**config.mk**
```make
export PLATFORM = sky130hd
export DESIGN_NAME = escaped_frame_decoder_seq_check_core
export DESIGN_NICKNAME = d
export VERILOG_FILES = /design/src/design/efd_pkg.sv /design/src/design/efd_in_stage.sv /design/src/design/efd_decoder.sv /design/src/design/efd_out_stage.sv /design/src/design/escaped_frame_decoder_seq_check.sv
export SDC_FILE = /design/constraint.sdc
export NUM_CORES = 1
export LEC_CHECK = 0
export ABC_AREA = 1
export BUFFER_PORTS_ARGS = -buffer_cell sky130_fd_sc_hd__buf_2
export CAP_MARGIN = 20
export CORE_ASPECT_RATIO = 1.25
export CORE_MARGIN = 10
export CORE_UTILIZATION = 58
export DETAILED_ROUTE_END_ITERATION = 8
export PLACE_DENSITY_LB_ADDON = 0.25
export SLEW_MARGIN = 0
export SYNTH_ARGS = -nofsm -noshare
export SYNTH_HDL_FRONTEND = slang
export SYNTH_SLANG_ARGS = --single-unit
```
**constraint.sdc**
```tcl
create_clock -name clk -period 2.5 [get_ports clk]
set_input_delay 0.375 -clock clk [delete_from_list [all_inputs] [get_ports clk]]
set_output_delay 0.375 -clock clk [all_outputs]
set_load 0.02 [all_outputs]
```
**src/design/efd_pkg.sv**
```systemverilog
`default_nettype none
package efd_pkg;

	localparam logic [7:0] MARK_START  = 8'h7B;
	localparam logic [7:0] MARK_END    = 8'h7D;
	localparam logic [7:0] MARK_ESC    = 8'h5C;
	localparam int unsigned MIN_CONTENT = 4;
	localparam int unsigned POS_W       = 3;
	localparam int unsigned USER_W      = 5;

	typedef enum logic [2:0] {
		ROLE_COUNTER = 3'd0,
		ROLE_GROUP   = 3'd1,
		ROLE_COMMAND = 3'd2,
		ROLE_DATA    = 3'd3,
		ROLE_CRC     = 3'd4
	} role_t;

	typedef struct packed {
		logic [7:0] out_byte;
		role_t      role;
		logic       last_of_frame;
		logic       sequence_error;
		logic       frame_error;
	} result_t;

endpackage
`default_nettype wire

```
**src/design/efd_in_stage.sv**
```systemverilog
`default_nettype none
module efd_in_stage (
	input  wire logic       clk,
	input  wire logic       arst_n,
	input  wire logic       in_valid,
	output logic            in_ready,
	input  wire logic [7:0] in_byte,
	input  wire logic       advance,
	output logic            valid_s1,
	output logic [7:0]      byte_s1
);

	assign in_ready = !valid_s1 || advance;

	always_ff @(posedge clk or negedge arst_n) begin
		if (!arst_n) begin
			valid_s1 <= 1'b0;
		end else if (in_ready) begin
			valid_s1 <= in_valid;
		end
	end

	always_ff @(posedge clk) begin
		if (in_ready && in_valid) begin
			byte_s1 <= in_byte;
		end
	end

endmodule
`default_nettype wire

```
**src/design/efd_decoder.sv**
```systemverilog
`default_nettype none
module efd_decoder (
	input  wire logic              clk,
	input  wire logic              arst_n,
	input  wire logic [7:0]        byte_s1,
	input  wire logic              take,
	output logic                   emit,
	output efd_pkg::result_t       result
);

	logic                       in_frame_q, in_frame_d;
	logic                       esc_q, esc_d;
	logic [efd_pkg::POS_W-1:0]  pos_q, pos_d;
	logic [7:0]                 held_q, held_d;
	logic [7:0]                 fcnt_q, fcnt_d;
	logic [7:0]                 lcnt_q, lcnt_d;
	logic                       seen_q, seen_d;
	logic                       content;
	logic                       full;
	logic [7:0]                 expect_cnt;

	assign full       = (pos_q >= efd_pkg::POS_W'(efd_pkg::MIN_CONTENT));
	assign expect_cnt = lcnt_q + 8'd1;

	always_comb begin
		in_frame_d = in_frame_q;
		esc_d      = esc_q;
		pos_d      = pos_q;
		held_d     = held_q;
		fcnt_d     = fcnt_q;
		lcnt_d     = lcnt_q;
		seen_d     = seen_q;
		content    = 1'b0;
		emit       = 1'b0;
		result     = '{out_byte: held_q, role: efd_pkg::ROLE_CRC, last_of_frame: 1'b0,
			sequence_error: 1'b0, frame_error: 1'b0};

		if (esc_q) begin
			esc_d   = 1'b0;
			content = in_frame_q;
		end else if (byte_s1 == efd_pkg::MARK_ESC) begin
			esc_d = 1'b1;
		end else if (byte_s1 == efd_pkg::MARK_START) begin
			in_frame_d = 1'b1;
			pos_d      = '0;
		end else if (!in_frame_q) begin
			in_frame_d = 1'b0;
		end else if (byte_s1 == efd_pkg::MARK_END) begin
			in_frame_d           = 1'b0;
			pos_d                = '0;
			emit                 = 1'b1;
			result.last_of_frame = 1'b1;
			if (!full) begin
				result.out_byte    = 8'd0;
				result.frame_error = 1'b1;
			end else begin
				result.sequence_error = seen_q && (expect_cnt != fcnt_q);
				lcnt_d                = fcnt_q;
				seen_d                = 1'b1;
			end
		end else begin
			content = 1'b1;
		end

		if (content) begin
			held_d = byte_s1;
			if (!full) begin
				pos_d = pos_q + efd_pkg::POS_W'(1);
			end
			if (pos_q == '0) begin
				fcnt_d = byte_s1;
			end else begin
				emit = 1'b1;
				case (pos_q)
					efd_pkg::POS_W'(1): result.role = efd_pkg::ROLE_COUNTER;
					efd_pkg::POS_W'(2): result.role = efd_pkg::ROLE_GROUP;
					efd_pkg::POS_W'(3): result.role = efd_pkg::ROLE_COMMAND;
					default:            result.role = efd_pkg::ROLE_DATA;
				endcase
			end
		end
	end

	always_ff @(posedge clk or negedge arst_n) begin
		if (!arst_n) begin
			in_frame_q <= 1'b0;
			esc_q      <= 1'b0;
			pos_q      <= '0;
			held_q     <= 8'd0;
			fcnt_q     <= 8'd0;
			lcnt_q     <= 8'd0;
			seen_q     <= 1'b0;
		end else if (take) begin
			in_frame_q <= in_frame_d;
			esc_q      <= esc_d;
			pos_q      <= pos_d;
			held_q     <= held_d;
			fcnt_q     <= fcnt_d;
			lcnt_q     <= lcnt_d;
			seen_q     <= seen_d;
		end
	end

endmodule
`default_nettype wire

```
**src/design/efd_out_stage.sv**
```systemverilog
`default_nettype none
module efd_out_stage (
	input  wire logic             clk,
	input  wire logic             arst_n,
	input  wire logic             in_valid,
	output logic                  in_ready,
	input  wire efd_pkg::result_t in_result,
	output logic                  out_valid,
	input  wire logic             out_ready,
	output efd_pkg::result_t      out_result
);

	assign in_ready = !out_valid || out_ready;

	always_ff @(posedge clk or negedge arst_n) begin
		if (!arst_n) begin
			out_valid <= 1'b0;
		end else if (in_ready) begin
			out_valid <= in_valid;
		end
	end

	always_ff @(posedge clk) begin
		if (in_ready && in_valid) begin
			out_result <= in_result;
		end
	end

endmodule
`default_nettype wire

```
**src/design/escaped_frame_decoder_seq_check.sv**
```systemverilog
// Byte-stuffed frame decoder with packet counter check. Takes one received byte per
// cycle and sustains one byte per clock while the master side is ready; a word goes
// through the input register and the decode state into the result register before its
// result is presented on the master side. Start 0x7B opens or restarts a frame, end
// 0x7D closes it, escape 0x5C makes the next byte literal. Content bytes come out one
// word late, tagged counter, group, command or data in tuser; the last one is emitted
// as crc with tlast on the end marker, with the sequence and short-frame flags, and a
// short frame's crc word carries zero instead. Backpressure on the master side stalls
// the input only when a stage holding a result cannot drain.
`default_nettype none
module escaped_frame_decoder_seq_check_core (
	input  wire logic                        clk,
	input  wire logic                        arst_n,
	input  wire logic                        s_axis_tvalid,
	output logic                             s_axis_tready,
	input  wire logic [7:0]                  s_axis_tdata,  // rx_byte
	output logic                             m_axis_tvalid,
	input  wire logic                        m_axis_tready,
	output logic [7:0]                       m_axis_tdata,  // out_byte
	output logic                             m_axis_tlast,  // last_of_frame
	output logic [efd_pkg::USER_W-1:0]       m_axis_tuser   // role[2:0], sequence_error, frame_error
);

	logic             valid_s1;
	logic [7:0]       byte_s1;
	logic             advance;
	logic             emit;
	logic             res_ready;
	efd_pkg::result_t result;
	efd_pkg::result_t out_result;

	assign advance = valid_s1 && (!emit || res_ready);

	efd_in_stage u_in (
		.clk      (clk),
		.arst_n   (arst_n),
		.in_valid (s_axis_tvalid),
		.in_ready (s_axis_tready),
		.in_byte  (s_axis_tdata),
		.advance  (advance),
		.valid_s1 (valid_s1),
		.byte_s1  (byte_s1)
	);

	efd_decoder u_dec (
		.clk     (clk),
		.arst_n  (arst_n),
		.byte_s1 (byte_s1),
		.take    (advance),
		.emit    (emit),
		.result  (result)
	);

	efd_out_stage u_out (
		.clk        (clk),
		.arst_n     (arst_n),
		.in_valid   (valid_s1 && emit),
		.in_ready   (res_ready),
		.in_result  (result),
		.out_valid  (m_axis_tvalid),
		.out_ready  (m_axis_tready),
		.out_result (out_result)
	);

	assign m_axis_tdata = out_result.out_byte;
	assign m_axis_tlast = out_result.last_of_frame;
	assign m_axis_tuser = {out_result.frame_error, out_result.sequence_error, out_result.role};

endmodule
`default_nettype wire

```
==> impl_metrics.csv <==
group,metric,value,unit
critical_path,cp_common_cell,"inv_1",
synthesis,ys_async_sr_fraction,59.26,%
critical_path,max_stage_delay,440,ps
synthesis,synthCells,269,
flow_run,drv_cap,0,
timing,fin_crit_sh,90.09,%
synthesis,synth_area_leader_cell,"dfrtp_1",
critical_path,cp_data_arrival_time,1880,ps
drt,wl_met2,2380,um
synthesis,synth_area_leaders,"dfrtp_1 (30%), edfxtp_1 (25%), nand2_1 (7.0%)",
placement,dpl_worst_slack,486.6,ps
floorplanning,die_x,80.77,um
cts,post_cts_buffers,0,
finish,multi_input_area,1011,sq um
power,ir_drop,0.6124,mV
outcome,status,"finished, final reports clean",
cts,htreeDepth,2,
placement,port_buffers,27,
timing,finalWorstSetupSlack,247.7,ps
placement,place.gp.congestion,0.9290,
finish,antenna_cells,0,
timing,final-hold-violation-count,0,
cts,root_buffer,"clkbuf_8",
synthesis,netlist_area,2678,sq um
synthesis,syn_area_per_cell,9.954,sq um
power,p_int,1.545,mW
cts,cts_made_buffers,5,
cts,cts_tree,"yes",
cts,ctsHoldBuffers,0,
critical_path,start_kind,"register",
power,switchingPower,0.8006,mW
timing,fin_crit,2252,ps
drt,dr.pass1.iters,4,
timing,fin_setup_tns,0,ps
floorplanning,die_area,7751,sq um
timing,finClkSkew,4.417,ps
cts,clock_sinks,54,
critical_path,slowest_stage,"dfrtp_1",
power,switching_share,34.13,%
finish,nFillCells,367,
synthesis,synth_cell_types,34,
power,power.density,797.0,nW/um^2
critical_path,critPathLaunch,"u_dec.pos_q[0]",
synthesis,yosysMostFrequentCell,"nand2_1",
power,p_total,2.345,mW
drt,wl_met3,190,um
global_routing,grt_pass1_vias,1735,
synthesis,synth_top_area_share,29.91,%
critical_path,crit_required,2120,ps
cts,clk_pin_slew,100,ps
finish,post-route-util,66.50,%
critical_path,crit_path_end_kind,"output pin",
synthesis,synth_ff_type,"dfrtp_1",
power,pwr-share-seq,52.9,%
drt,drt_iter0_markers,139,
finish,layout.area.seq,1461,sq um
drt,routed_wl,4666,um
cts,clk_latency,310,ps
global_routing,gr-total-overflow,0,
timing,timing.fmax,444.0,MHz
synthesis,synth_common_cells,"nand2_1 (50), inv_1 (37), dfrtp_1 (32), nor2_1 (27), edfxtp_1 (22)",
power,p_comb_share,26.0,%
timing,rsz0062_at_grt,"false",
floorplanning,io_pins,28,
critical_path,r2r_start,"u_dec.pos_q[0]",
placement,hpwl,3614,um
synthesis,yosys_warnings,0,
timing,max-slew-margin-rel,51.67,%
floorplanning,die_h,95.97,um
min_path,hp-class,"in2async",
timing,slew_violations,0,
timing,worst_slew_pin_slew,725.0,ps
drt,route.vias.total,1793,
critical_path,path_class,"reg2out",
power,cellLeakagePower,1.358,nW
finish,drive_above_1_share,27.00,%
synthesis,synth_edf_count,22,
cts,cts_resized,0,
drt,routedWlPerCell,13.03,um
floorplanning,start_util,60.50,%
global_routing,antenna_found_initial,0,
global_routing,grt_usage,12.88,%
critical_path,path_cells,"inv_1, ha_1, inv_1, nor2_1, and2_1, nand2_4, nand4_1, buf_2",
drt,antenna_left,0,
critical_path,critPathMaxFanout,5,
global_routing,grt_pass1_wl,7831,um
synthesis,yosys_register_bits,54,
synthesis,ys_seq_area_share,54.58,%
floorplanning,coreArea,4425,sq um
drt,avgViaCountPerCell,5.008,
timing,setup_violations,0,
finish,nets,317,
power,clkPwrFrac,21.1,%
floorplanning,row_count,27,
timing,fin_hold_ws,107.8,ps
global_routing,grt_max_degree,33,
synthesis,syn-num-nets,287,
drt,top_layer,"met4",
drt,wl_met1,1987,um
finish,syn2layout_area_growth,9.906,%
cts,cts_buffer_depth,2,
drt,drcViolationCount,0,
through the flow:
stage | cells | area [sq um]
after floorplan | 269 | 2678
final | 358 | 2943
after global placement | 350 | 2849
after CTS | 358 | 2943
after detailed placement | 350 | 2849
after global routing | 358 | 2943
path summary, 6_finish.rpt:
path	end	slack [ps]	depth (start not counted)
worst max register to register	u_in.byte_s1[4]	490	9
max in group asynchronous	u_dec.held_q[2]	1930	1
worst min-delay path	u_dec.lcnt_q[0]	110	1
worst min register to register	u_dec.seen_q	480	2
worst max-delay path	s_axis_tready	250	8
min in group clk	u_in.byte_s1[0]	230	1
cell usage in the layout (no fill, tap or decap), types with 2 or more instances in the layout:
master	n
nor2_1	27
inv_1	37
inv_2	6
o211ai_1	3
a21oi_1	4
nand4_1	2
dfrtp_1	32
nand2_2	8
buf_2	27
ha_1	6
xnor2_1	4
xor2_1	5
nand2_1	50
o21ai_2	16
edfxtp_1	22
clkbuf_8	5
nand3_4	3
nand2_4	3
o21ai_1	5
nor2_2	3
o21ai_0	8
nand3_1	9
power groups by stage:
stage	clock [mW]	combinational, mW	sequential [mW]
global placement	0	0.604	1.25
global route	0.541	0.698	1.26
finish	0.495	0.610	1.24
detailed placement	0	0.621	1.26
CTS	0.510	0.623	1.24
floorplan	0	0.488	1.24
flip-flops by register name, summed over array words and instances (netlist names):
| name | count |
|---|---|
| u_out.out_valid | 1 |
| u_dec.in_frame_q | 1 |
| u_dec.pos_q | 3 |
| u_in.valid_s1 | 1 |
| u_out.out_result | 14 |
| u_dec.lcnt_q | 8 |
| u_dec.fcnt_q | 8 |
| u_dec.seen_q | 1 |
| u_dec.esc_q | 1 |
| u_in.byte_s1 | 8 |
| u_dec.held_q | 8 |
kinds of logic (layout without fill, tap and decap cells):
logic type	count (synthesis)	count (layout)	synth area share, %
adders and majority gates	6	6	2.804
AOI/OAI and AO/OA	40	40	10.61
DFF	54	54	54.58
buffers and inverters	48	79	7.663
and+or+nand+nor	112	112	21.40
xor gates and xnor gates	9	9	2.944
worst max-delay path, delay by kind of cell (launching register included):
kind | cells | cell delay, ps
adders and majority gates | 1 | 150
buffers and inverters | 3 | 360
DFF | 1 | 440
and+or+nand+nor | 4 | 610
layout make-up:
class,count,area share [%]
Clock buffer,5,2.338
Multi-Input combinational cell,167,34.35
Clock inverter,3,0.8503
Sequential cell,54,49.66
Inverter,43,5.485
Timing Repair Buffer,28,4.847
Tap cell,58,2.466
layer usage:
metal,track usage (%),up-vias
met5,0,-
li1,-,920
met3,3.545,10
met2,22.61,33
met4,5.491,0
met1,14.28,830
Power figures use the tool's default switching activity.
